**config.mk**
```make
export PLATFORM = sky130hd
export DESIGN_NAME = mwva_front
export DESIGN_NICKNAME = d
export VERILOG_FILES = /design/src/rtl/assert_macros.svh /design/src/rtl/mwva_pkg.sv /design/src/rtl/mwva_front.sv
export SDC_FILE = /design/constraint.sdc
export NUM_CORES = 2
export LEC_CHECK = 0
export ABC_AREA = 0
export BUFFER_PORTS_ARGS = -buffer_cell sky130_fd_sc_hd__buf_2
export CAP_MARGIN = 20
export CELL_PAD_IN_SITES_DETAIL_PLACEMENT = 1
export CELL_PAD_IN_SITES_GLOBAL_PLACEMENT = 1
export CORE_ASPECT_RATIO = 1.75
export CORE_MARGIN = 2
export CORE_UTILIZATION = 40
export DETAILED_ROUTE_END_ITERATION = 6
export PLACE_DENSITY = 0.81
export SLEW_MARGIN = 10
export SYNTH_ARGS = -nofsm -noshare
export SYNTH_HDL_FRONTEND = slang
export SYNTH_SLANG_ARGS = --single-unit
```
**constraint.sdc**
```tcl
create_clock -name vclk -period 13.92
set_clock_uncertainty 0.15 [all_clocks]
set_input_delay 2.088 -clock vclk [all_inputs]
set_output_delay 2.088 -clock vclk [all_outputs]
set_load 0.03 [all_outputs]
```
**src/rtl/assert_macros.svh**
```systemverilog
// Assertion macros for the RTL file that checks its own behavior.
`ifndef ASSERT_MACROS_SVH
`define ASSERT_MACROS_SVH
// Implication checked at every clock edge outside reset.
`define ASSERT_IMPL(label, clk, rst, ante, cons) \
  label: assert property (@(posedge clk) disable iff (rst) (ante) |-> (cons)) \
    else $error("assertion failed");
// Next-cycle implication checked outside reset.
`define ASSERT_NEXT(label, clk, rst, ante, cons) \
  label: assert property (@(posedge clk) disable iff (rst) (ante) |=> (cons)) \
    else $error("assertion failed");
`endif

```
**src/rtl/mwva_pkg.sv**
```systemverilog
// Package with the types, codes and cell record of the VM ALU.
package mwva_pkg;
  typedef enum logic [3:0] {
    K_ASSIGN = 4'd0, K_ADD = 4'd1, K_SUB = 4'd2, K_MUL = 4'd3, K_SHL = 4'd4,
    K_SHR = 4'd5, K_AND = 4'd6, K_OR = 4'd7, K_DIV = 4'd8, K_MOD = 4'd9
  } kind_t;

  localparam logic [2:0] F_BYTE = 3'd0;
  localparam logic [2:0] F_WORD = 3'd1;
  localparam logic [2:0] F_DWORD = 3'd2;
  localparam logic [2:0] F_ADDR = 3'd3;
  localparam logic [2:0] F_STR = 3'd4;

  localparam logic [1:0] ERR_NONE = 2'd0;
  localparam logic [1:0] ERR_WIDTH = 2'd1;
  localparam logic [1:0] ERR_DIV0 = 2'd2;

  localparam int unsigned DivBits = 32;

  typedef struct packed {
    logic        is_div;
    logic        is_mod;
    logic        neg_q;
    logic        neg_r;
    logic [1:0]  wsel;
    logic [31:0] rem;
    logic [31:0] quo;
    logic [31:0] dvs;
    logic [31:0] value;
    logic [1:0]  form;
    logic [15:0] seg;
    logic [15:0] off;
    logic [1:0]  err;
  } cell_t;

  function automatic logic [31:0] wmask(input logic [1:0] w);
    logic [31:0] m;
    case (w)
      2'd0: m = 32'h0000_00FF;
      2'd1: m = 32'h0000_FFFF;
      default: m = 32'hFFFF_FFFF;
    endcase
    return m;
  endfunction
endpackage

```
**src/rtl/mwva_front.sv**
```systemverilog
// Decode stage: computes every operation but divide and modulo and sets up both.
module mwva_front (
  input  logic [3:0]           kind,
  input  logic [2:0]           width_form,
  input  logic                 first_is_address,
  input  logic                 second_is_address,
  input  logic                 first_is_signed,
  input  logic                 second_is_signed,
  input  logic [31:0]          operand_one,
  input  logic [31:0]          operand_two,
  input  logic [15:0]          addr_one_segment,
  input  logic [15:0]          addr_one_offset,
  input  logic [15:0]          addr_two_segment,
  input  logic [15:0]          addr_two_offset,
  output mwva_pkg::cell_t      item
);
  import mwva_pkg::*;

  logic [1:0]  w;
  logic [31:0] m, x, y, sx, sy, ax, ay, shr_v;
  logic [5:0]  bits;
  logic        big, neg, sgn;
  logic [15:0] delta, boff;
  logic [63:0] prod;

  always_comb begin
    w = (width_form == F_WORD) ? 2'd1 : (width_form == F_DWORD) ? 2'd2 : 2'd0;
    m = wmask(w);
    bits = (w == 2'd0) ? 6'd8 : (w == 2'd1) ? 6'd16 : 6'd32;
    x = operand_one & m;
    y = operand_two & m;
    big = (y >= {26'd0, bits});
    case (w)
      2'd0: begin
        sx = {{24{x[7]}}, x[7:0]};
        sy = {{24{y[7]}}, y[7:0]};
      end
      2'd1: begin
        sx = {{16{x[15]}}, x[15:0]};
        sy = {{16{y[15]}}, y[15:0]};
      end
      default: begin
        sx = x;
        sy = y;
      end
    endcase
    neg = first_is_signed & sx[31];
    sgn = first_is_signed | second_is_signed;
    ax = (sgn && sx[31]) ? (32'd0 - sx) : x;
    ay = (sgn && sy[31]) ? (32'd0 - sy) : y;
    shr_v = big ? (neg ? m : 32'd0) : (neg ? (~((~x & m) >> y[4:0]) & m) : (x >> y[4:0]));
    prod = {32'd0, x} * {32'd0, y};
    delta = first_is_address ? y[15:0] : x[15:0];
    boff = first_is_address ? addr_one_offset : addr_two_offset;

    item = '0;
    item.wsel = w;
    if (kind > 4'd9) begin
      item = '0;
    end else if (width_form > F_STR) begin
      item.err = ERR_WIDTH;
    end else if (kind == K_ASSIGN) begin
      if (width_form >= F_ADDR) begin
        item.form = 2'd3;
        item.seg = addr_one_segment;
        item.off = addr_one_offset;
      end else begin
        item.form = w;
        item.value = x;
      end
    end else if (width_form >= F_ADDR) begin
      item.err = ERR_WIDTH;
    end else if ((kind == K_ADD || kind == K_SUB) && (first_is_address || second_is_address)) begin
      item.form = 2'd3;
      item.seg = first_is_address ? addr_one_segment : addr_two_segment;
      item.off = (kind == K_ADD) ? boff + delta : boff - delta;
    end else begin
      item.form = w;
      case (kind)
        K_ADD: item.value = (x + y) & m;
        K_SUB: item.value = (x - y) & m;
        K_MUL: item.value = prod[31:0] & m;
        K_SHL: item.value = big ? 32'd0 : ((x << y[4:0]) & m);
        K_SHR: item.value = shr_v;
        K_AND: item.value = x & y;
        K_OR: item.value = x | y;
        default: begin
          if (y == 32'd0) begin
            item.err = ERR_DIV0;
            item.form = 2'd0;
          end else begin
            item.is_div = (kind == K_DIV);
            item.is_mod = (kind == K_MOD);
            item.neg_q = sgn & (sx[31] ^ sy[31]);
            item.neg_r = sgn & sx[31];
            item.quo = ax;
            item.dvs = ay;
          end
        end
      endcase
    end
  end
endmodule

```
# Word level (Yosys, flattened, before mapping)

Cells that the tools add are included.

Memories kept: 0
Memory bits (writable): 0
ROM bits: 0
Bits of input ports: 139
Latch bits: 0
Register bits: 0
Output and inout port bits: 170
Word-level logic and storage cells: 99

Reduce and logical (&&, ||, !) cells: 9
Multipliers: 1
$add $sub $neg: 6
Multiplexer cells: 47
Shift-type cells: 3
Magnitude comparators: 4
Divide/modulo/power cells: 0
Eq/ne operators: 12
Bitwise logic cells: 17

Operators by type and width:

| operator              | number |
|---|---|
| $and 32x32->32        | 9 |
| $mux 32               | 9 |
| $mux 130              | 2 |
| $pmux 32 s7           | 1 |
| $mux 64               | 3 |
| $pmux 32 s2           | 3 |
| $mux 132              | 1 |
| $mux 96               | 1 |
| $mux 66               | 1 |
| $mux 16               | 4 |
| $not 32->32           | 2 |
| $shr 32x5->32         | 2 |
| $sub 1x32->32 const A | 2 |
| $mux 34               | 1 |
| $add 32x32->32        | 1 |
| $ge 32x6->1           | 1 |
| $logic_not 32->1      | 1 |
| $mul 32x32->32        | 1 |
| $or 32x32->32         | 1 |
| $shl 32x5->32         | 1 |
| $sub 32x32->32        | 1 |
| $mux 4                | 7 |
| $mux 2                | 12 |
| $add 16x16->16        | 1 |
| 20 further kinds      | 31 |

# Depth between registers and ports, before layout

Word-level depth: 19
Mapped depth: 35
Mapped depth without buffers: 30

# Worst setup path after synthesis

Ideal clock, no wire load.

Kind: input -> output
Start point: input width_form[1]
End point: output item[64] in the netlist's numbering
Arrival time: 10.395 ns
Buffers on the path: 9
Path slack: 1.287 ns
Cell stages on the path: 31
Path through: buf_2 > nor3b_1 > buf_2 > buf_4 > buf_4 > buf_2 > clkbuf_1 > clkbuf_1 > clkbuf_1 > and3_1 > fa_1 > fa_1 > fa_1 > inv_1 > fa_1 > inv_1 > fa_1 > fa_1 > fa_1 > fa_1 > ha_1 > clkbuf_1 > a2111oi_0 > o21bai_1 > a221oi_1 > o21bai_1 > nor2_1 > nand2_1 > a21oi_1 > a2111oi_0 > o21ai_0

RTL lines:

| what            | RTL line         | source |
|---|---|---|
| start, declared | mwva_front.sv:4  | `input logic [2:0] width_form,` |
| end, declared   | mwva_front.sv:15 | `output mwva_pkg::cell_t item` |

==> impl_metrics.toml <==
[sta]
slew_headroom_pct = 17.29
worst_slack_ps = 408.8
setup_viol = 0
fin_crit_ps = 13510
setup_tns_ps = 0
tightest_slew_ps = 1232
timing.fmax_ghz = 0.07401
hold_viol = 0
final-max-slew-violation-count = 0
period_share_pct = 97.06
rsz0062_at_grt = "no"

[placement]
pre_cts_slack_ps = 531.8
place_congestion = 1.109
placed_cells = 5042
numPortBuffers = 277
dpl.hpwl_mm = 146.3

[logic_synthesis]
synth_commonest_cells = "nand2_1 (560), inv_1 (447), nor2_1 (443), fa_1 (410), clkbuf_1 (255)"
yosysMostFrequentCell = "nand2_1"
netlist_instances = 4016
yosysSeqAreaShare_pct = 0
synth_top_cell_area_share_pct = 28.55
synth_area_leader_cell = "fa_1"
synthTopCellsByArea = "fa_1 (29%), ha_1 (7.7%), nand2_1 (7.3%)"
avgSynthCellArea_um2 = 7.158
yosysWarningCount = 0
syn-cell-area_um2 = 28750
synth.distinct_cells = 88

[floorplan]
coreArea_um2 = 71410
die_h_um = 358.6
die_w_um = 206.7
io_pins = 309
num_rows = 130
die-area_um2 = 74110
start_util_pct = 40.26

[finish]
layout.cells.non_filler = 5056
seq_cells = 0
drive_above_1_share_pct = 12.88
nets = 4853
regArea_um2 = 0
syn2layout_area_growth_pct = 8.422
clkbuf_count = 0

[worst_setup_path]
endpoint_kind = "output port"
critPathKind = "in2out"
crit_path_max_fanout = 18
critPathSlowestCell = "and3_1"
critPathRequiredTime_ps = 11680
cp_common_cell = "fa_1"
startpoint_type = "input pin"
worstPathArrival_ps = 11270
slowest_delay_ps = 830

[worst_hold_path]
hold_path.class = "in2out"
holdPathStages = 4

[cts]
cts_resized = 0
postCtsHoldBufs = 0
post-cts-setup-buffers = 0

[global_routing]
antenna_found_initial = 18
grt_pass1_wl_mm = 259.2
grt_pass1_vias = 35430
grt_max_degree = 68
grt_overflow = 0
grtUsageTotal_pct = 50.00

[routing]
viasPerCell = 6.697
num_vias = 33860
wl_mm = 186.1
ant_nets = 0
drc = 0
drtPass1Iterations = 6
drtIter0Drc = 3998
wl_per_cell_um = 36.81

[run_status]
status = "finished, final reports clean"

[flow_run]
cap_violations = 0
## worst max-delay path: cells and delay by family
kind / cells / cell delay (ps)
AOI/OAI and AO/OA: 9 / 2300
xor gates and xnor gates: 1 / 180
adders and majority gates: 9 / 4150
and+or+nand+nor: 4 / 1260
buffers and inverters: 9 / 1280
## placed cells by master, fill, tap and decap left out, types with 50 or more instances in the layout
cell type  synthesis  layout
inv_1            447     446
mux2i_1           72      72
and2_1            98      98
nand3_1           76      75
xnor2_1          129     129
nand2_1          560     560
nor3_1            58      57
buf_2             25     273
nor2_1           443     440
and3_1            88      88
a21oi_1          238     238
ha_1             178     178
xor2_1            52      52
o21ai_0          210     207
a31oi_1           50      50
a21o_1            57      57
fa_1             410     410
buf_4             34     148
## worst paths after layout
| path | end | slack [ps] | from |
|---|---|---|---|
| setup / recovery | item[64] | 410 | width_form[0] |
| hold / removal | item[16] | 4410 | addr_one_offset[14] |
## layer usage
metal | vias up | global-route usage [%] | wire length, um
met4 | 12 | 49.64 | 23720
met3 | 1062 | 15.18 | 19250
li1 | 13460 | - | -
met2 | 2501 | 78.40 | 83670
met5 | - | 0 | 94
met1 | 16820 | 52.14 | 59370
## final cells by class
class	count	area, um^2
Timing Repair Buffer	428	2581
Fill cell	9197	40240
Antenna cell	8	20.02
Inverter	458	1719
Multi-Input combinational cell	3238	25690
Tap cell	924	1156
## metrics by stage
step | area (um^2) | utilization (%) | hold slack [ps]
after global routing | 31150 | 43.63 | 4447
after CTS | 31090 | 43.54 | 4416
final | 31170 | 43.65 | 4415
after floorplan | 28860 | - | 4250
after global placement | 31090 | 43.54 | 4403
after detailed placement | 31090 | 43.54 | 4416
## cells by family after synthesis
logic type / after synthesis / synth area share [%]
AO/OA/AOI/OAI: 861 / 18.83
XOR/XNOR: 181 / 5.514
adder cells (fa/ha/maj): 588 / 36.30
buffers and inverters: 809 / 11.14
multiplexers: 129 / 5.680
other: 1 / 0.01304
AND/OR/NAND/NOR: 1447 / 22.52
