$ cat src/rtl/assert_macros.svh
// Assertion macros for the RTL file that checks its own behavior.
`ifndef ASSERT_MACROS_SVH
`define ASSERT_MACROS_SVH
// Implication checked at every clock edge outside reset.
`define ASSERT_IMPL(label, clk, rst, ante, cons) \
  label: assert property (@(posedge clk) disable iff (rst) (ante) |-> (cons)) \
    else $error("assertion failed");
// Next-cycle implication checked outside reset.
`define ASSERT_NEXT(label, clk, rst, ante, cons) \
  label: assert property (@(posedge clk) disable iff (rst) (ante) |=> (cons)) \
    else $error("assertion failed");
`endif

$ cat src/rtl/mwva_pkg.sv
// Package with the types, codes and cell record of the VM ALU.
package mwva_pkg;
  typedef enum logic [3:0] {
    K_ASSIGN = 4'd0, K_ADD = 4'd1, K_SUB = 4'd2, K_MUL = 4'd3, K_SHL = 4'd4,
    K_SHR = 4'd5, K_AND = 4'd6, K_OR = 4'd7, K_DIV = 4'd8, K_MOD = 4'd9
  } kind_t;

  localparam logic [2:0] F_BYTE = 3'd0;
  localparam logic [2:0] F_WORD = 3'd1;
  localparam logic [2:0] F_DWORD = 3'd2;
  localparam logic [2:0] F_ADDR = 3'd3;
  localparam logic [2:0] F_STR = 3'd4;

  localparam logic [1:0] ERR_NONE = 2'd0;
  localparam logic [1:0] ERR_WIDTH = 2'd1;
  localparam logic [1:0] ERR_DIV0 = 2'd2;

  localparam int unsigned DivBits = 32;

  typedef struct packed {
    logic        is_div;
    logic        is_mod;
    logic        neg_q;
    logic        neg_r;
    logic [1:0]  wsel;
    logic [31:0] rem;
    logic [31:0] quo;
    logic [31:0] dvs;
    logic [31:0] value;
    logic [1:0]  form;
    logic [15:0] seg;
    logic [15:0] off;
    logic [1:0]  err;
  } cell_t;

  function automatic logic [31:0] wmask(input logic [1:0] w);
    logic [31:0] m;
    case (w)
      2'd0: m = 32'h0000_00FF;
      2'd1: m = 32'h0000_FFFF;
      default: m = 32'hFFFF_FFFF;
    endcase
    return m;
  endfunction
endpackage

$ cat src/rtl/mwva_cell.sv
// One restoring-divide cell: retires one quotient bit and passes the item on.
module mwva_cell (
  input  logic            clk,
  input  logic            en,
  input  mwva_pkg::cell_t din,
  output mwva_pkg::cell_t dout
);
  import mwva_pkg::*;

  logic [32:0] trial;
  logic [31:0] r_sh;
  cell_t       nxt;

  always_comb begin
    nxt = din;
    r_sh = {din.rem[30:0], din.quo[31]};
    trial = {1'b0, r_sh} - {1'b0, din.dvs};
    if (din.is_div || din.is_mod) begin
      if (din.rem[31] || !trial[32]) begin
        nxt.rem = trial[31:0];
        nxt.quo = {din.quo[30:0], 1'b1};
      end else begin
        nxt.rem = r_sh;
        nxt.quo = {din.quo[30:0], 1'b0};
      end
    end
  end

  always_ff @(posedge clk) begin
    if (en) begin
      dout <= nxt;
    end
  end
endmodule

$ cat config.mk
export PLATFORM = sky130hd
export DESIGN_NAME = mwva_cell
export DESIGN_NICKNAME = d
export VERILOG_FILES = /design/src/rtl/assert_macros.svh /design/src/rtl/mwva_pkg.sv /design/src/rtl/mwva_cell.sv
export SDC_FILE = /design/constraint.sdc
export NUM_CORES = 1
export LEC_CHECK = 0
export ABC_AREA = 1
export BUFFER_PORTS_ARGS = -buffer_cell sky130_fd_sc_hd__buf_2
export CORE_UTILIZATION = 54
export DETAILED_ROUTE_END_ITERATION = 8
export PLACE_DENSITY = 0.93
export REMOVE_ABC_BUFFERS = 1
export SYNTH_ARGS = -nofsm -noshare
export SYNTH_HDL_FRONTEND = slang
export SYNTH_SLANG_ARGS = --single-unit
$ cat constraint.sdc
create_clock -name clk -period 7.4 [get_ports clk]
set_clock_uncertainty 0.05 [all_clocks]
set_input_delay 1.48 -clock clk [delete_from_list [all_inputs] [get_ports clk]]
set_output_delay 1.48 -clock clk [all_outputs]
set_load 0.05 [all_outputs]
* Yosys cells after proc, flatten, opt, wreduce, memory -nomap -nowiden *
Cells that the tools add are included.

cells by class
  $add $sub $neg = 1
  multiplexer cells = 2
  reduce and logical (&&, ||, !) cells = 3

operator list
  operator            number
  $mux W64            2
  $sub A32 B32 Y33    1
  $logic_or A1 B1 Y1  2
  $logic_not A1 Y1    1

word-level totals
  register bits after elaboration = 170
  input bits = 172
  output and inout port bits = 170

* Longest topological paths before layout *
Gate-level depths: netlist of run 1.

  depth after elaboration = 5
  depth in mapped cells = 16

* Least setup slack after synthesis of run 1 *
No wires, ideal clock.

  path type = input -> register
  start = input din[131] in the netlist's numbering
  end = register dout[161] in the netlist's numbering (data pin)
  arrival time = 3.064 ns
  path slack = 4.035 ns
  stages on the path = 16
  path through = inv_1 -> ha_1 -> fa_1 -> inv_1 -> nand2_1 -> nand2_1 -> nand3_1 -> nand2_2 -> nand2_2 -> nand2_2 -> nand2_2 -> nand3_4 -> buf_8 -> nand3_2 -> nor2_1 -> nor2_1

RTL lines
  item                    RTL line         source
  start: declaration      mwva_cell.sv:5   input mwva_pkg::cell_t din,
  end signal: assignment  mwva_cell.sv:31  dout <= nxt;
  end: declaration        mwva_cell.sv:6   output mwva_pkg::cell_t dout

==> run metrics, run 1 <==
status=completed; WS Path Type=in2reg; combinational fraction of design power=28.0%; # nets final=1,561; ratio of final minimum period to clock period=49.6%; gr usage total=36.1%; Data required, critical path=7.64 ns; Port Buffers=341; Seq cells post-synth=170; Syn Area/Cell=8.98 sq um; drt wl/cell=19.1 microns; Regs by FF count=dout x170; DRT Wirelength=30,500 microns; Core Footprint=16,100 sq um; Leakage=5.97 nW; Synth Flop Type=edfxtp_1; Reg area=5100 sq um; YS warnings=0; largest net degree at the start of global routing=91; Flop pwr share=41.1%; WHS Path Cells=1; Routed Antenna Nets=0; Int Pwr=1.84 mW; initial antenna violation count=16; H-tree Lvls=4; global-route wire length before repair=45,700 microns; Synth cell types=35; fin. max-slew vios=0; CTS tree=done; GR Layer Usage met1=42.5%; IO Pins=342; pwr/cell area=251 nW/um^2; Worst VDD drop=0.000169 V; Longest Clk Path Bufs=2; DPL Wire Length=23,500 microns; unrepaired setup endpoints after global routing=false; met2 usage=58.8%; final setup violation count=0; Worst Setup Start Kind=primary input; die width=132 microns; share of cells above drive strength 1=30.7%; Hold EP=dout[64]; Post-Layout Cell Count=1,596; via/cell ratio=5.19; area grow syn2layout=27.9%; max reg flops=170; Hold Path Origin=din[64]; Rows=46; setup bufs post-CTS=0; grt met3 use=13.3%; Residual DRC=0; Worst-path clk slew=0.07 ns; number of synthesized flops with an enable pin=170; Largest Register=dout; GP Congestion=1.01; final instance area=11,600 sq um; vias=8,286; fmax=273 MHz; CTS resizes=0; Slew @ Worst Pin=1.05 ns; gr busiest metal=met2; Die H=132 microns; Fin Hold WS=1.16 ns; Clock Power Share=30.9%; cts hold-fix bufs=0; Setup TNS Final=0 ns; Worst slew margin=29.8%; # placed instances=1,553; Hold Path Class=in2reg; die area=17,300 sq um; Setup crit end kind=register; Cells after Synth=1,009; sw power=1.07 mW; placed cell area=11,000 sq um; Initial Util=56.2%; fill count=1,248; clk root buf=clkbuf_16; crit-path max FO=26; vias in the first global route=8,023; Final Hold Vio Count=0; post-synthesis sequential area ratio=56.3%; switching part of the total=36.7%; final critical-path setup slack=3.73 ns; Multi-input gate area=3200 sq um; Initial DRT Pass Iterations=5; cts bufs inserted=17; post-layout minimum cycle time=3.67 ns; critical path arrival=3.91 ns; cell area after synthesis=9060 sq um; worst slack, placed=3.32 ns; Max-Cap Viols=0; ys async rst share=0%; clock sink total=170; gr ovfl total=0; initial DRC count=862
kinds of logic after synthesis:
family | after synthesis | share of synthesized area [%]
fa+ha+maj | 33 | 4.64
flops | 170 | 56.3
xor+xnor | 15 | 1.45
buf+inv | 194 | 8.47
simple gates | 557 | 26.7
compound gates | 40 | 2.42
critical path, cell delays in order:
cell and delay [ns]:
buf_2 0.09, inv_1 0.04, ha_1 0.22, fa_1 0.42, inv_1 0.09, nand2_1 0.05, nand2_1 0.07, nand3_1 0.08
nand2_2 0.13, nand2_2 0.06, nand2_2 0.10, nand2_2 0.08, nand3_4 0.33, nand2_4 0.17, inv_2 0.23, nand2_1 0.13
nand3_1 0.11
worst max path at each step:
stage | startpoint | to | slack (ns)
after floorplan | din[169] | dout[158] | 2.22
after global placement | din[75] | dout[158] | 3.37
after global routing | din[82] | dout[158] | 3.57
after detailed placement | din[82] | dout[162] | 3.32
final | din[131] | dout[138] | 3.73
after CTS | din[73] | dout[158] | 3.76
layout make-up:
cell class / instances / share of cell area, %
clock inverters: 15 / 1.39
diodes: 11 / 0.238
clock buffers: 17 / 3.67
repair buffers: 344 / 15.0
well taps: 216 / 2.33
flip-flops and latches: 170 / 44.1
inverters: 178 / 5.77
multi-input cells: 645 / 27.6
power by group through the flow:
stage,sequential (mW),clock (mW),combinational (mW)
after floorplan,1.53,0,0.240
after global placement,1.21,0,0.791
after detailed placement,1.21,0,0.803
after CTS,1.20,0.902,0.807
after global routing,1.20,0.941,0.862
final,1.20,0.899,0.813
stage by stage:
stage / utilization (%) / power (mW)
6_report: 71.9 / 2.91
4_1_cts: 71.7 / 2.90
3_3_place_gp: 68.1 / 2.00
3_5_place_dp: 68.1 / 2.02
5_1_grt: 71.8 / 3.01
2_1_floorplan: - / 1.77
cell usage after synthesis (9+ instances only):
| library cell | count | area, sq um |
|---|---|---|
| nand4_1 | 11 | 68.8 |
| nand2_1 | 385 | 1450 |
| nor2_1 | 48 | 180 |
| inv_1 | 172 | 646 |
| nand3_1 | 60 | 300 |
| nand2_2 | 12 | 75.1 |
| ha_1 | 32 | 400 |
| a21oi_1 | 22 | 110 |
| nand3_2 | 9 | 90.1 |
| edfxtp_1 | 170 | 5100 |
| xnor2_1 | 9 | 78.8 |
| nand3b_1 | 9 | 67.6 |
cell usage in the layout, fill, tap and decap left out, types with 11 or more instances in the layout:
cell         n
nand4_1     11
diode_2     11
buf_2      340
nor2_1      47
a21oi_1     22
ha_1        32
edfxtp_1   170
nand2_2     12
nand3_1     60
nand2_1    385
inv_1      172
clkbuf_16   17
metal layers:
layer  up-vias  routed length, microns  part of all wire [%]
li1       3930                       -                     -
met5         -                      46                  0.15
met3        86                    3520                    12
met1      3812                   11200                    37
met4         6                    1020                   3.4
met2       452                   14800                    48
(Power assumes the default switching activity.)
==> run 2: changes to the inputs <==
CORE_UTILIZATION = 45   (was 54)
PLACE_DENSITY = 0.83   (was 0.93)
clock period = 2.98 ns   (was 7.4 ns; I/O delays follow)
==> run 2 against run 1 <==
Combinational power increased to 2.5 times the previous value. Critical path depth stayed put. Hold slack worse by 0.88 ns. Global-route usage down 7.3 points. Sequential power increased by 150%. Non-clock buffer count rose by 13. First-iteration DRC count down 19%. Critical endpoint is now dout[132]. Largest power group unchanged.
==> run metrics, run 2 (same netlist as run 1, synthesis figures left out) <==
status=completed; IO Pins=342; Max stage delay on crit path=0.42 ns; vias=8,150; unrepaired setup endpoints after global routing=false; initial antenna violation count=2; Hold Path Class=in2reg; Core Footprint=19,600 sq um; Worst VDD drop=0.000376 V; clock sink total=170; Residual DRC=0; post-layout minimum cycle time=2.46 ns; Worst-path clk slew=0.08 ns; Reg area=5100 sq um; final instance area=11,800 sq um; most common cell after layout, fill and taps aside=nand2_1; clk root buf=clkbuf_16; Initial DRT Pass Iterations=5; Multi-input gate area=3200 sq um; cts bufs inserted=17; die area=20,700 sq um; fmax=406 MHz; ratio of final minimum period to clock period=82.6%; setup bufs post-CTS=0; via/cell ratio=4.95; Longest Clk Path Bufs=2; die width=144 microns; Rows=51; CP most frequent cell=nand2_2; Data required, critical path=3.10 ns; DPL Wire Length=23,300 microns; Worst Setup Start Kind=primary input; crit-path max FO=7; global-route wire length before repair=43,200 microns; Regs by FF count=dout x170; worst-path cell with the longest stage delay=fa_1; area grow syn2layout=29.8%; vias in the first global route=7,856; CTS tree=done; DRT Wirelength=29,800 microns; Largest Register=dout; H-tree Lvls=4; pwr/cell area=612 nW/um^2; CTS resizes=0; drt wl/cell=18.1 microns; Max-Cap Viols=0; fin. max-slew vios=0; share of cells above drive strength 1=31.4%; GP Congestion=0.916; critical path arrival=2.58 ns; commonest cells after routing, fill and taps aside=385 x nand2_1, 340 x buf_2, 172 x inv_1; Post-Layout Cell Count=1,647; # placed instances=1,615; initial DRC count=694; Port Buffers=341; Setup crit end kind=register; cts hold-fix bufs=0; # nets final=1,574; gr ovfl total=0; final setup violation count=0; placed cell area=11,200 sq um; Die H=144 microns; WS Path Type=in2reg; Final Hold Vio Count=0; Worst slew margin=69.9%; largest net degree at the start of global routing=53; fill count=1,732; Routed Antenna Nets=0; critical path, cell by cell=buf_2 > inv_1 > ha_1 > fa_1 > inv_1 > nand2_1 > nand2_1 > nand3_1 > nand2_2 > nand2_2 > nand2_2 > nand2_2 > nand3_4 > nor2_4 > buf_4 > nand2_1 > nand3_1; Slew @ Worst Pin=0.451 ns; Leakage=6.05 nW; Initial Util=46.2%; gr usage total=28.8%; max reg flops=170
## run 2: cell count changes in the layout (fill, tap and decap cells not counted), moves of 2 or more
cell	previous run	this run
buf_12	0	3
inv_6	4	2
clkinv_8	2	4
buf_4	3	13
clkinv_4	2	4
diode_2	11	1
## run 2: final timing paths
check	to	start	slack, ns	depth (start not counted)
max	dout[132]	din[131]	0.52	17
min	dout[2]	din[2]	0.28	1
## run 2: layer usage
layer  share of wire (%)  vias to the layer above  global-route usage (%)
li1                    -                     3942                       -
met4                 3.9                        2                    13.5
met3                 8.3                       69                    6.93
met2                  48                      356                    48.2
met1                  40                     3781                    34.9
met5               0.044                        -                       0
## run 2: through the flow
step	setup TNS [ns]	power (mW)	util [%]	worst slack (ns)	hold WS, ns
5_1_grt	0	7.46	60.0	0.291	0.265
6_report	0	7.20	60.0	0.518	0.284
3_5_place_dp	0	5.04	57.0	0.0863	0.724
2_1_floorplan	-61.24	4.40	-	-1.31	0.645
3_3_place_gp	0	5.02	57.0	0.135	0.723
4_1_cts	0	7.22	60.0	0.552	0.272
## run 2: area by class of cell
| type | instances | share of cell area, % |
|---|---|---|
| Timing Repair Buffer | 357 | 15.9 |
| Clock inverter | 14 | 1.35 |
| Sequential cell | 170 | 43.4 |
| Tap cell | 265 | 2.82 |
| Antenna cell | 1 | 0.0213 |
| Inverter | 178 | 5.68 |
| Multi-Input combinational cell | 645 | 27.2 |
| Clock buffer | 17 | 3.62 |
## run 2: critical path: cells and delay by family
family        cells  cell delay [ns]
buf+inv           4             0.41
fa+ha+maj         2             0.64
simple gates     11             0.95
## run 2: report_power, final
| group | internal [mW] | leakage [nW] | total, mW | switching [mW] |
|---|---|---|---|---|
| clock | 1.12 | 0.281 | 2.20 | 1.08 |
| combinational | 0.510 | 4.11 | 2.04 | 1.53 |
| sequential | 2.90 | 1.66 | 2.96 | 0.0632 |
==> run 3: changes to the inputs <==
CORE_UTILIZATION = 50   (was 45)
PLACE_DENSITY = 0.87   (was 0.83)
clock period = 2.5 ns   (was 2.98 ns; I/O delays follow)
==> run 3 against run 2 <==
Count of clock-buffer cells in the layout unchanged. Global-route usage up 5.2 points. Critical endpoint is now dout[150]. Non-clock buffer count rose by 111. Highest routed layer is now met4. Combinational power grew 32%. Routed wire length rose by 7.1%. Utilization grew 12 points. Worst setup slack got worse by 0.43 ns. Die area fell by 9.9%. Sequential power grew 20%. First-iteration DRC count is 29% higher. Final area rose by 7.1%. Final cell count up 4.6%. Largest power group unchanged.
==> run metrics, run 3 (same netlist as run 1, synthesis figures left out) <==
status=completed; Worst VDD drop=0.000816 V; CP most frequent cell=nand2_1; Total Power=8.86 mW; via/cell ratio=5.08; commonest cells after routing, fill and taps aside=385 x nand2_1, 340 x buf_2, 172 x inv_1; Setup crit end kind=register; Die H=137 microns; Fin Hold WS=0.184 ns; Core Footprint=17,500 sq um; DPL Wire Length=25,300 microns; Residual DRC=0; Largest Register=dout; crit-path max FO=7; Routed Antenna Nets=0; final critical-path setup slack=0.0834 ns; cts bufs inserted=17; worst-path cell with the longest stage delay=ha_1; Multi-input gate area=3210 sq um; critical path, cell by cell=buf_2 > inv_1 > ha_1 > nand2_1 > nand2_1 > a21oi_2 > nand2_1 > a21oi_2 > nand3_4 > nand2_4 > clkinv_2 > nand2_1 > nand3_1; largest net degree at the start of global routing=55; fmax=414 MHz; clk root buf=clkbuf_16; Worst Setup Start Kind=primary input; CTS tree=done; cts hold-fix bufs=0; gr usage total=34.0%; vias=8,745; global-route wire length before repair=46,200 microns; Clock Power Share=29.5%; Longest Clk Path Bufs=2; fill count=1,332; gr ovfl total=0; Rows=48; Setup TNS Final=0 ns; Max-Cap Viols=0; max reg flops=170; Regs by FF count=dout x170; WS Path Type=in2reg; final setup violation count=0; clock sink total=170; Int Pwr=5.58 mW; Initial Util=51.8%; GP Congestion=0.986; sw power=3.28 mW; critical path arrival=2.54 ns; ratio of final minimum period to clock period=96.7%; DRT Wirelength=32,000 microns; post-layout minimum cycle time=2.42 ns; Worst slew margin=66.8%; switching part of the total=37.0%; Data required, critical path=2.62 ns; Slew @ Worst Pin=0.497 ns; initial antenna violation count=2; vias in the first global route=8,562; Port Buffers=341; Hold Path Class=in2reg; # nets final=1,686; area grow syn2layout=39.0%; H-tree Lvls=4; pwr/cell area=703 nW/um^2; Leakage=6.60 nW; Reg area=5100 sq um; IO Pins=342; die area=18,700 sq um; die width=137 microns; Max stage delay on crit path=0.35 ns; combinational fraction of design power=30.4%; Final Hold Vio Count=0; Worst-path clk slew=0.08 ns; share of cells above drive strength 1=36.5%; worst slack, placed=-0.343 ns; unrepaired setup endpoints after global routing=false; Flop pwr share=40.1%; initial DRC count=894; drt wl/cell=18.6 microns; fin. max-slew vios=0; most common cell after layout, fill and taps aside=nand2_1; Initial DRT Pass Iterations=7
[run 3: cell count changes in the layout (fill, tap and decap cells not counted), sizes merged]
cell / before / now
buf: 357 / 468
clkinvlp: 1 / 2
diode: 1 / 3
nand3: 70 / 71
[run 3: final cells by class]
| cell class | count | share of cell area, % |
|---|---|---|
| Inverter | 178 | 5.32 |
| Tap cell | 225 | 2.24 |
| Clock buffer | 17 | 3.38 |
| Timing Repair Buffer | 468 | 21.8 |
| Antenna cell | 3 | 0.0596 |
| Clock inverter | 15 | 1.24 |
| Sequential cell | 170 | 40.5 |
| Multi-Input combinational cell | 646 | 25.5 |
[run 3: per-stage QoR]
step                      area (sq um)  util, %  std cells
after global routing             12600     72.0       1720
after global placement           12000     68.4       1683
final                            12600     72.1       1722
after floorplan                   8960        -        993
after detailed placement         12000     68.4       1683
after CTS                        12500     71.7       1715
[run 3: final timing paths]
| kind | start | endpoint | slack [ns] | depth (start not counted) |
|---|---|---|---|---|
| worst max-delay path | din[89] | dout[150] | 0.08 | 13 |
| worst min-delay path | din[59] | dout[59] | 0.18 | 1 |
[run 3: power groups by stage]
stage	logic [mW]	clock network [mW]	registers, mW
finish	2.69	2.62	3.55
global route	2.85	2.74	3.57
CTS	2.66	2.63	3.55
detailed placement	2.64	0	3.61
global placement	2.60	0	3.60
floorplan	0.709	0	4.54
[run 3: per-layer routing]
layer	vias to the layer above	global-route usage, %	part of all wire, %	wire length (microns)
li1	4179	-	-	-
met1	4020	40.2	38	12000
met2	465	59.0	48	15500
met3	81	8.15	10	3260
met4	0	14.2	3.6	1160
met5	-	0	0	0
[run 3: critical path, delay by kind of cell]
family	cells	cell delay, ns
compound gates	2	0.45
fa+ha+maj	1	0.35
buf+inv	3	0.33
simple gates	7	0.89
[run 3: repair_timing]
action	CTS	global route
endpoints found under the setup margin	0	8
setup buffers	0	3
resized for setup	0	1
