**src/rtl/assert_macros.svh**
```systemverilog
// Assertion macros for the RTL file that checks its own behavior.
`ifndef ASSERT_MACROS_SVH
`define ASSERT_MACROS_SVH
// Implication checked at every clock edge outside reset.
`define ASSERT_IMPL(label, clk, rst, ante, cons) \
  label: assert property (@(posedge clk) disable iff (rst) (ante) |-> (cons)) \
    else $error("assertion failed");
// Next-cycle implication checked outside reset.
`define ASSERT_NEXT(label, clk, rst, ante, cons) \
  label: assert property (@(posedge clk) disable iff (rst) (ante) |=> (cons)) \
    else $error("assertion failed");
`endif

```
**src/rtl/mwva_pkg.sv**
```systemverilog
// Package with the types, codes and cell record of the VM ALU.
package mwva_pkg;
  typedef enum logic [3:0] {
    K_ASSIGN = 4'd0, K_ADD = 4'd1, K_SUB = 4'd2, K_MUL = 4'd3, K_SHL = 4'd4,
    K_SHR = 4'd5, K_AND = 4'd6, K_OR = 4'd7, K_DIV = 4'd8, K_MOD = 4'd9
  } kind_t;

  localparam logic [2:0] F_BYTE = 3'd0;
  localparam logic [2:0] F_WORD = 3'd1;
  localparam logic [2:0] F_DWORD = 3'd2;
  localparam logic [2:0] F_ADDR = 3'd3;
  localparam logic [2:0] F_STR = 3'd4;

  localparam logic [1:0] ERR_NONE = 2'd0;
  localparam logic [1:0] ERR_WIDTH = 2'd1;
  localparam logic [1:0] ERR_DIV0 = 2'd2;

  localparam int unsigned DivBits = 32;

  typedef struct packed {
    logic        is_div;
    logic        is_mod;
    logic        neg_q;
    logic        neg_r;
    logic [1:0]  wsel;
    logic [31:0] rem;
    logic [31:0] quo;
    logic [31:0] dvs;
    logic [31:0] value;
    logic [1:0]  form;
    logic [15:0] seg;
    logic [15:0] off;
    logic [1:0]  err;
  } cell_t;

  function automatic logic [31:0] wmask(input logic [1:0] w);
    logic [31:0] m;
    case (w)
      2'd0: m = 32'h0000_00FF;
      2'd1: m = 32'h0000_FFFF;
      default: m = 32'hFFFF_FFFF;
    endcase
    return m;
  endfunction
endpackage

```
**src/rtl/mwva_back.sv**
```systemverilog
// Final step: applies signs, wraps the quotient or remainder to width, and passes other results through.
module mwva_back (
  input  mwva_pkg::cell_t din,
  output logic [31:0]     value
);
  import mwva_pkg::*;

  logic [31:0] q, r;

  always_comb begin
    q = din.neg_q ? (32'd0 - din.quo) : din.quo;
    r = din.neg_r ? (32'd0 - din.rem) : din.rem;
    if (din.is_div) begin
      value = q & wmask(din.wsel);
    end else if (din.is_mod) begin
      value = r & wmask(din.wsel);
    end else begin
      value = din.value;
    end
  end
endmodule

```
**config.mk**
```make
export PLATFORM = sky130hd
export DESIGN_NAME = mwva_back
export DESIGN_NICKNAME = d
export VERILOG_FILES = /design/src/rtl/assert_macros.svh /design/src/rtl/mwva_pkg.sv /design/src/rtl/mwva_back.sv
export SDC_FILE = /design/constraint.sdc
export NUM_CORES = 1
export LEC_CHECK = 0
export ABC_CLOCK_PERIOD_IN_PS = 4030
export BUFFER_PORTS_ARGS = -buffer_cell sky130_fd_sc_hd__buf_2
export CAP_MARGIN = 20
export CORE_MARGIN = 10
export CORE_UTILIZATION = 39
export DETAILED_ROUTE_END_ITERATION = 12
export PLACE_DENSITY_LB_ADDON = 0.2
export SLEW_MARGIN = 30
export SYNTH_ARGS = -nofsm -noshare
export SYNTH_HDL_FRONTEND = slang
export SYNTH_SLANG_ARGS = --single-unit
```
**constraint.sdc**
```tcl
create_clock -name vclk -period 4.03
set_input_delay 0.806 -clock vclk [all_inputs]
set_output_delay 0.806 -clock vclk [all_outputs]
set_load 0.02 [all_outputs]
```
### Word-level counts from Yosys, hierarchy flattened

Index checks and enable logic that the tools add are counted.

* flip-flop bits (word level): 0
* input port bits: 170
* output and inout bits: 32
* logic and storage cells: 14

* add/sub/neg operators: 2
* equal/unequal tests: 1
* multiplexer cells: 8
* bitwise logic cells: 2
* reductions and logical operators: 1

Operator list (number)
* $mux W32: 7
* $and A32 B32 Y32: 2
* $pmux W32 S2: 1
* $sub A1 B32 Y32 const A: 2
* $eq A2 B1 Y1 const B: 1
* $logic_not A2 Y1: 1

### Longest topological paths before layout

Gate-level depths: netlist of run 1.

* word-level depth: 7
* mapped depth: 9
* depth with buffers taken out: 7

### Worst setup path before layout of run 1

No wires, ideal clock.

* path kind: input port to output port
* start: input port din[140] (netlist name)
* end: output port value[29]
* data arrival time: 3.147 ns
* data required time: 3.224 ns
* setup slack: 0.077 ns
* cell stages on the path: 6
* buffers on the path: 1
* cells stage by stage: or4_1 clkbuf_1 or4_1 nor2_1 mux2_2 or4_1

* word-level cells in the longest chain between the ends: 5

RTL lines
* start, declared: RTL line mwva_back.sv:3 `input mwva_pkg::cell_t din,`
* $sub A1 B32 Y32: RTL line mwva_back.sv:12 `r = din.neg_r ? (32'd0 - din.rem) : din.rem;`
* $mux W32: RTL line mwva_back.sv:12
* $and A32 B32 Y32: RTL line mwva_back.sv:16 `value = r & wmask(din.wsel);`
* $mux W32: RTL line mwva_back.sv:15 `end else if (din.is_mod) begin`
* $mux W32: RTL line mwva_back.sv:13 `if (din.is_div) begin`
* end, declared: RTL line mwva_back.sv:4 `output logic [31:0] value`

Every way passes these cells.

### Worst setup path after layout of run 1

* start: input port din[132] (netlist name)
* end: output port value[29]

Same word-level chain as after synthesis.

==> results of run 1 <==
## logic make-up after synthesis
| kind of cell | Yosys count | share of synthesized area, % |
|---|---|---|
| AND/OR/NAND/NOR | 132 | 32.3 |
| AO/OA/AOI/OAI | 102 | 35.0 |
| XOR/XNOR | 50 | 20.3 |
| buffers and inverters | 27 | 5.09 |
| multiplexers | 13 | 6.13 |
| adder cells (fa/ha/maj) | 2 | 1.16 |
## power groups by stage
stage	clock [mW]	sequential, mW	combinational (mW)
global route	0	0	0.382
floorplan	0	0	0.188
detailed placement	0	0	0.348
global placement	0	0	0.345
CTS	0	0	0.350
finish	0	0	0.350
## final timing paths
path	start	slack, ns	cells past startpoint	end
setup / recovery	din[132]	0.08	7	value[29]
hold / removal	din[59]	1.94	4	value[23]
## layout make-up
class	instances	area share, %
inverters	8	0.989
well taps	72	2.97
repair buffers	157	27.8
multi-input cells	299	68.3
## routing by layer
metal | share of wire, % | track usage (%) | routed length [um]
met1 | 41 | 23.6 | 3880
met2 | 49 | 35.9 | 4620
met3 | 9.3 | 4.84 | 880
met4 | 1.0 | 1.87 | 97
met5 | 0 | 0 | 0
## timing repair
action | 4_1_cts | 5_1_grt
pin swaps | 0 | 1
setup buffers | 0 | 0
resized for setup | 2 | 3
endpoints found under the setup margin | 1 | 2
## cells in the final DEF, fill, tap and decap left out, drive strengths merged, types with 3 or more instances in the layout
master,synthesis,final
buf,5,157
nand2,34,34
xor2,34,34
nor2,28,28
o21ai,24,24
o31ai,20,20
xnor2,16,16
o41ai,15,15
mux2i,11,11
o221ai,11,11
or3,11,11
or4,11,11
nor4,10,10
nor3,10,10
inv,8,8
a21oi,8,8
nand4,5,5
nand3,4,4
a22oi,4,4
a221o,4,4
nand2b,3,3
nand4b,3,3
or2,3,3
## metrics by stage
stage                     utilization (%)  hold slack [ns]  setup WS, ns  instance area, um2  setup TNS (ns)
after floorplan                         -             1.81        0.0770                2160               0
after global placement               55.4             1.95       -0.0479                3020         -0.0479
after detailed placement             55.4             1.95       -0.0540                3020         -0.0540
after CTS                            55.6             1.95        0.0254                3020               0
after global routing                 55.8             1.96        0.0131                3040               0
final                                55.8             1.94        0.0822                3040               0
## critical path: stages
cell	delay (ns)
buf_2	0.12
or3_2	0.49
or4_4	0.56
nor2_4	0.11
mux2_2	0.33
or4_1	0.53
buf_2	0.18
==> impl_metrics.env, run 1 <==
export IMPL_core_rowCount=27
export IMPL_first_global_vias=3066
export IMPL_setup_violations=0
export IMPL_yosys_cell_types_count=52
export IMPL_largest_net_degree_at_the_start_of_global_routing=31
export IMPL_cell_internal_pwr_mw=0.142
export IMPL_maxSlewHeadroom_pct=61.9
export IMPL_multi_input_comb_area_mm2=0.00207
export IMPL_dr_total_vias=3108
export IMPL_crit_fanout=4
export IMPL_areaGrowthSynthToFinish_pct=40.5
export IMPL_power_switching_mw=0.208
export IMPL_finalHoldViolations=0
export IMPL_fin_nets=638
export IMPL_criticalPathCategory="in -> out"
export IMPL_power_switching_share_pct=59.5
export IMPL_antenna_cells=0
export IMPL_totalPowerFinal_mw=0.350
export IMPL_detail_route_antenna_nets=0
export IMPL_drive_above_1_share_pct=36.9
export IMPL_comb_power_share_pct=100.0
export IMPL_dr_pass1_iters=4
export IMPL_grt_pass1_wl_um=14800
export IMPL_power_leakage_nw=1.32
export IMPL_die_height_um=94.5
export IMPL_cell_types_with_the_largest_area_share_after_synthesis="xor2_1 14%, o31ai_1 6.9%, xnor2_1 6.5%, nand2_1 5.9%, o21ai_0 5.3%"
export IMPL_route_detailed_wl_per_inst_um=17.7
export IMPL_run_status="finished clean"
export IMPL_floorplan_die_width_um=94.5
export IMPL_portBuffers=134
export IMPL_boundaryPins=202
export IMPL_synthDominantAreaCellType="xor2_1"
export IMPL_drc_violations_left=0
export IMPL_grt_use_total_pct=19.8
export IMPL_power_share_of_the_clock_group_pct=0
export IMPL_fmaxAchievable_mhz=253
export IMPL_holdBufCountCts=0
export IMPL_worst_slew_pin_transition_ns=0.564
export IMPL_grt_setup_unrepaired="false"
export IMPL_worstSetupStartpointType="input port"
export IMPL_min_period_over_period_pct=98.0
export IMPL_critPathArrivalTime_ns=3.14
export IMPL_starting_density_pct=39.8
export IMPL_share_of_the_synthesized_area_in_the_top_cell_type_pct=13.8
export IMPL_finalNonFillerCells=536
export IMPL_slew_violations=0
export IMPL_cp_capture_type="primary output"
export IMPL_design_core_area_mm2=0.00544
export IMPL_finalWeightedCongestion=0.878
export IMPL_number_of_antenna_violations_at_the_first_check_in_global_routing=0
export IMPL_layout_clock_buffers=0
export IMPL_yosysSeqAreaShare_pct=0
export IMPL_grt_ovfl_total=0
export IMPL_type_of_the_tightest_min_delay_check="in -> out"
export IMPL_n_sequential_cell=0
export IMPL_place_detailed_instances=536
export IMPL_synthesis_area_per_instance_um2=6.63
export IMPL_worst_endpoint_required_ns=3.22
export IMPL_postSynthCellCount=326
export IMPL_power_density_mw_per_mm2=115
export IMPL_n_fill_cell=576
export IMPL_final_period_minus_worst_setup_slack_ns=3.95
export IMPL_maximum_resistive_drop_on_vdd_v=0.0000790
export IMPL_synthesis_area_mm2=0.00216
export IMPL_wirelength_um=9480
export IMPL_dpl_hpwl_um=8030
export IMPL_seq_area_um2=0
export IMPL_iteration_0_drc_count_of_the_detailed_router=94
export IMPL_drv_cap=0
export IMPL_design_die_area_mm2=0.00892
export IMPL_synthesis_yosys_warnings=0
export IMPL_seq_power_share_pct=0
export IMPL_synth_top_cells_by_count="34 x nand2_1, 34 x xor2_1, 28 x nor2_1, 23 x o21ai_0, 20 x o31ai_1"
export IMPL_vias_per_cell=5.80
export IMPL_synth_nets=498
Note: power is estimated with default switching activity, not from simulation.
==> run 2, diff against run 1 <==
--- a/config.mk
+++ b/config.mk
@@ -14,3 +14,3 @@
 export PLACE_DENSITY_LB_ADDON = 0.2
-export SLEW_MARGIN = 30
+export SLEW_MARGIN = 20
 export SYNTH_ARGS = -nofsm -noshare
==> constraint.sdc (replaced) <==
create_clock -name vclk -period 4.03
set_input_delay 0 -clock vclk [all_inputs]
set_output_delay 0 -clock vclk [all_outputs]
set_load 0.02 [all_outputs]
==> run 2 against run 1 <==
  * Combinational power decreased by 4%
  * Hold slack lost 1.6 ns
  * Total power decreased by 3.5%
  * Cell area decreased by 6.1%
  * Utilization decreased by 3.4 points
  * Sequential share of layout area did not move
  * First-iteration DRC count grew 61%
  * Wire length is 1.8% lower
  * Die area is the same
  * Count of clock-buffer cells in the layout stayed put
==> impl_metrics.env, run 2 (same netlist as run 1, synthesis figures left out) <==
export IMPL_cpMaxStageDelayCell="or4_1"
export IMPL_mostFrequentLayoutCell="buf_2"
export IMPL_worst_endpoint_required_ns=4.03
export IMPL_type_of_the_tightest_min_delay_check="in -> out"
export IMPL_holdBufCountCts=0
export IMPL_grt_ovfl_total=0
export IMPL_worst_slew_pin_transition_ns=0.837
export IMPL_worstSetupStartpointType="input port"
export IMPL_route_detailed_wl_per_inst_um=18.1
export IMPL_iteration_0_drc_count_of_the_detailed_router=151
export IMPL_finalHoldViolations=0
export IMPL_slew_violations=0
export IMPL_min_period_over_period_pct=69.6
export IMPL_die_height_um=94.5
export IMPL_critical_path_top_delay_family="simple AND/OR/NAND/NOR gates"
export IMPL_number_of_antenna_violations_at_the_first_check_in_global_routing=0
export IMPL_totalPowerFinal_mw=0.337
export IMPL_fin_nets=616
export IMPL_dr_pass1_iters=4
export IMPL_starting_density_pct=39.8
export IMPL_totalNegativeSetupSlack_ns=0
export IMPL_finalNonFillerCells=514
export IMPL_crit_fanout=7
export IMPL_cp_buffers_inverters=2
export IMPL_criticalPathCategory="in -> out"
export IMPL_maxSlewHeadroom_pct=43.4
export IMPL_detail_route_antenna_nets=0
export IMPL_antenna_cells=0
export IMPL_top_library_cells_by_usage_in_the_layout_fill_and_taps_aside="134 x buf_2, 34 x nand2_1, 34 x xor2_1, 28 x nor2_1, 23 x o21ai_0"
export IMPL_fmaxAchievable_mhz=357
export IMPL_grt_setup_unrepaired="false"
export IMPL_critPathArrivalTime_ns=2.80
export IMPL_design_die_area_mm2=0.00892
export IMPL_cts_repair_resize_count=0
export IMPL_boundaryPins=202
export IMPL_design_core_area_mm2=0.00544
export IMPL_hold_worst_slack_ns=0.332
export IMPL_drive_above_1_share_pct=32.8
export IMPL_critical_path_top_cell_by_count="or4_1"
export IMPL_n_fill_cell=608
export IMPL_run_status="finished clean"
export IMPL_hold_path_depth=4
export IMPL_cp_cell_sequence="buf_2 > or4_1 > or4_1 > nor2_1 > mux2_2 > or4_1 > buf_2"
export IMPL_vias_per_cell=5.97
export IMPL_floorplan_die_width_um=94.5
export IMPL_cts_setup_buffers=0
export IMPL_setup_violations=0
export IMPL_n_sequential_cell=0
export IMPL_finalWeightedCongestion=0.887
export IMPL_seq_area_um2=0
export IMPL_portBuffers=134
export IMPL_place_detailed_instances=514
export IMPL_areaGrowthSynthToFinish_pct=31.8
export IMPL_maximum_resistive_drop_on_vdd_v=0.0000614
export IMPL_stdcell_area_mm2=0.00285
export IMPL_drv_cap=0
export IMPL_place_area_mm2=0.00285
export IMPL_wirelength_um=9310
export IMPL_power_leakage_nw=1.21
export IMPL_grt_use_total_pct=19.6
export IMPL_first_global_vias=3057
export IMPL_grt_pass1_wl_um=14900
export IMPL_dpl_hpwl_um=7780
export IMPL_cp_capture_type="primary output"
export IMPL_cp_slowest_stage_delay_ns=0.67
export IMPL_drc_violations_left=0
export IMPL_layout_clock_buffers=0
export IMPL_core_rowCount=27
export IMPL_largest_net_degree_at_the_start_of_global_routing=31
export IMPL_dr_total_vias=3071
export IMPL_final_period_minus_worst_setup_slack_ns=2.80
export IMPL_power_density_mw_per_mm2=118
export IMPL_cp_num_cells=7
-- run 2: cell count changes in the layout (fill, tap and decap cells not counted), sizes merged --
cell  before  now
buf      157  135
-- run 2: metrics by stage --
stage | setup slack (ns) | utilization (%)
after floorplan | 1.69 | -
after global placement | 1.30 | 52.4
after detailed placement | 1.25 | 52.4
after CTS | 1.25 | 52.4
after global routing | 1.13 | 52.4
final | 1.23 | 52.4
-- run 2: area by class of cell --
cell class                      count  area, um2  share of cell area, %
Multi-Input combinational cell    299       2050                   72.0
Inverter                            8       30.0                   1.05
Tap cell                           72       90.1                   3.16
Timing Repair Buffer              135        678                   23.8
-- run 2: worst paths after layout --
| path | endpoint | start |
|---|---|---|
| worst max-delay path | value[29] | din[140] |
| worst min-delay path | value[16] | din[52] |
-- run 2: report_power, final --
| part | leakage (nW) | internal [mW] | switching (mW) |
|---|---|---|---|
| Sequential | 0 | 0 | 0 |
| Clock | 0 | 0 | 0 |
| Combinational | 1.21 | 0.133 | 0.204 |
| Total | 1.21 | 0.133 | 0.204 |
-- run 2: worst min-delay path: stages --
cell	delay [ns]
buf_2	0.07
nand2_1	0.04
o221ai_1	0.05
buf_2	0.17
-- run 2: metal layers --
| layer | global-route usage (%) | wire length [um] | share of wire (%) | up-vias |
|---|---|---|---|---|
| met3 | 6.74 | 1030 | 11 | 8 |
| met2 | 34.6 | 4480 | 48 | 142 |
| met1 | 22.8 | 3670 | 39 | 1411 |
| li1 | - | - | - | 1510 |
| met4 | 3.12 | 126 | 1.4 | 0 |
| met5 | 0 | 0 | 0 | - |
==> run 3, diff against run 2 <==
Settings changed: ABC_AREA set to 1, ABC_CLOCK_PERIOD_IN_PS 4030 to 2650, CORE_UTILIZATION 39 to 43.
Clock period 4.03 ns to 2.65 ns, I/O delays scaled along.
==> run 3 against run 2 <==
  * Synthesized cell count grew 71%
  * First-iteration DRC count grew 77%
  * Hold slack gained 0.060 ns
  * Count of clock-buffer cells in the layout is the same
  * Area after synthesis grew 23%
  * Cell area grew 18%
  * Die area grew 9.1%
  * Combinational power grew 70%
  * Critical endpoint is now value[21]
  * Largest power group unchanged
  * Highest routed layer unchanged
==> impl_metrics.env, run 3 <==
export IMPL_layout_clock_buffers=0
export IMPL_fin_nets=849
export IMPL_dpl_hpwl_um=9010
export IMPL_worst_slew_pin_transition_ns=0.547
export IMPL_power_switching_mw=0.375
export IMPL_place_detailed_instances=750
export IMPL_yosysSeqAreaShare_pct=0
export IMPL_synthesis_area_per_instance_um2=4.78
export IMPL_synthesis_yosys_warnings=0
export IMPL_totalNegativeSetupSlack_ns=0
export IMPL_grt_use_total_pct=19.8
export IMPL_finalHoldViolations=0
export IMPL_power_share_of_the_clock_group_pct=0
export IMPL_core_rowCount=28
export IMPL_grt_pass1_wl_um=17000
export IMPL_worstHoldStart="din[130]"
export IMPL_worst_endpoint_required_ns=2.65
export IMPL_seq_power_share_pct=0
export IMPL_final_period_minus_worst_setup_slack_ns=1.64
export IMPL_design_die_area_mm2=0.00974
export IMPL_top_library_cells_by_usage_in_the_layout_fill_and_taps_aside="192 x nand2_1, 134 x buf_2, 61 x nand3_1, 56 x nor2_1, 52 x inv_1"
export IMPL_stdcell_area_mm2=0.00335
export IMPL_design_core_area_mm2=0.00596
export IMPL_grt_ovfl_total=0
export IMPL_holdBufCountCts=0
export IMPL_drc_violations_left=0
export IMPL_setup_ws_ns=1.01
export IMPL_portBuffers=134
export IMPL_synthDominantAreaCellType="nand2_1"
export IMPL_largest_net_degree_at_the_start_of_global_routing=36
export IMPL_drive_above_1_share_pct=29.5
export IMPL_first_global_vias=3664
export IMPL_synth_top_cells_by_count="192 x nand2_1, 61 x nand3_1, 56 x nor2_1, 52 x inv_1, 29 x o21ai_0"
export IMPL_antenna_cells=0
export IMPL_mostFrequentLayoutCell="nand2_1"
export IMPL_fmaxAchievable_mhz=609
export IMPL_criticalPathCategory="in -> out"
export IMPL_seq_area_um2=0
export IMPL_drv_cap=0
export IMPL_share_of_the_synthesized_area_in_the_top_cell_type_pct=27.1
export IMPL_startpoint="din[166]"
export IMPL_wirelength_um=10500
export IMPL_place_area_mm2=0.00335
export IMPL_worstSetupStartpointType="input port"
export IMPL_dr_pass1_iters=5
export IMPL_cp_capture_type="primary output"
export IMPL_synthesis_area_mm2=0.00266
export IMPL_number_of_antenna_violations_at_the_first_check_in_global_routing=0
export IMPL_dr_total_vias=3937
export IMPL_comb_power_share_pct=100.0
export IMPL_place_worst_setup_slack_ns=1.01
export IMPL_postSynthCellCount=557
export IMPL_route_detailed_wl_per_inst_um=14.1
export IMPL_yosys_cell_types_count=35
export IMPL_boundaryPins=202
export IMPL_grt_setup_unrepaired="false"
export IMPL_cell_internal_pwr_mw=0.197
export IMPL_maxSlewHeadroom_pct=63.4
export IMPL_synth_nets=729
export IMPL_slew_violations=0
export IMPL_power_leakage_nw=1.83
export IMPL_floorplan_die_width_um=98.7
export IMPL_power_switching_share_pct=65.6
export IMPL_n_sequential_cell=0
export IMPL_min_period_over_period_pct=61.9
export IMPL_detail_route_antenna_nets=0
export IMPL_crit_fanout=26
export IMPL_cell_types_with_the_largest_area_share_after_synthesis="nand2_1 27%, nand3_1 11%, nor2_1 7.9%, inv_1 7.3%, o21ai_0 5.5%"
export IMPL_setup_violations=0
export IMPL_power_density_mw_per_mm2=171
export IMPL_cts_setup_buffers=0
export IMPL_cell_with_the_most_instances_after_synthesis="nand2_1"
export IMPL_areaGrowthSynthToFinish_pct=25.9
export IMPL_die_height_um=98.7
export IMPL_cts_repair_resize_count=0
export IMPL_critPathArrivalTime_ns=1.64
export IMPL_run_status="finished clean"
export IMPL_iteration_0_drc_count_of_the_detailed_router=267
export IMPL_finalNonFillerCells=750
export IMPL_type_of_the_tightest_min_delay_check="in -> out"
export IMPL_vias_per_cell=5.25
export IMPL_maximum_resistive_drop_on_vdd_v=0.000124
export IMPL_starting_density_pct=44.7
export IMPL_finalWeightedCongestion=0.925
## run 3: path summary, 6_finish.rpt
kind         to  slack [ns]  depth (start not counted)
max   value[21]        1.01                         10
min   value[30]        0.39                          5
## run 3: cell type report
cell class	count	area, um2
fillers	664	2610
inverters	65	244
multi-input cells	476	2340
well taps	75	93.8
repair buffers	134	671
## run 3: logic make-up after synthesis
group | Yosys count | synth area share [%]
XOR/XNOR | 8 | 2.63
AO/OA/AOI/OAI | 90 | 18.9
adder cells (fa/ha/maj) | 2 | 0.940
AND/OR/NAND/NOR | 376 | 65.5
buffers and inverters | 81 | 12.0
## run 3: power groups by stage
stage,registers (mW),clock network (mW),logic [mW]
final,0,0,0.572
after detailed placement,0,0,0.566
after CTS,0,0,0.569
after global placement,0,0,0.557
after global routing,0,0,0.636
after floorplan,0,0,0.353
## run 3: routing by layer
| metal | routed length (um) | share of wire [%] | track usage, % | up-vias |
|---|---|---|---|---|
| met5 | 0 | 0 | 0 | - |
| met4 | 95 | 0.90 | 1.65 | 0 |
| met3 | 759 | 7.2 | 2.72 | 9 |
| met2 | 4950 | 47 | 34.3 | 161 |
| met1 | 4740 | 45 | 26.2 | 1727 |
| li1 | - | - | - | 2040 |
## run 3: metrics by stage
stage               hold WS [ns]  power [mW]  utilization [%]
floorplan                  0.133       0.353                -
global placement           0.382       0.557             56.2
global route               0.422       0.636             56.2
finish                     0.392       0.572             56.2
CTS                        0.395       0.569             56.2
detailed placement         0.390       0.566             56.2
## run 3: worst max-delay path: stages
cell and delay [ns]:
buf_2 0.43, inv_2 0.21, o21ai_2 0.29, nor2_4 0.10, nand3_1 0.09, nand3_1 0.13
nand2_1 0.10, nand2_1 0.05, nand2_1 0.08, buf_2 0.17
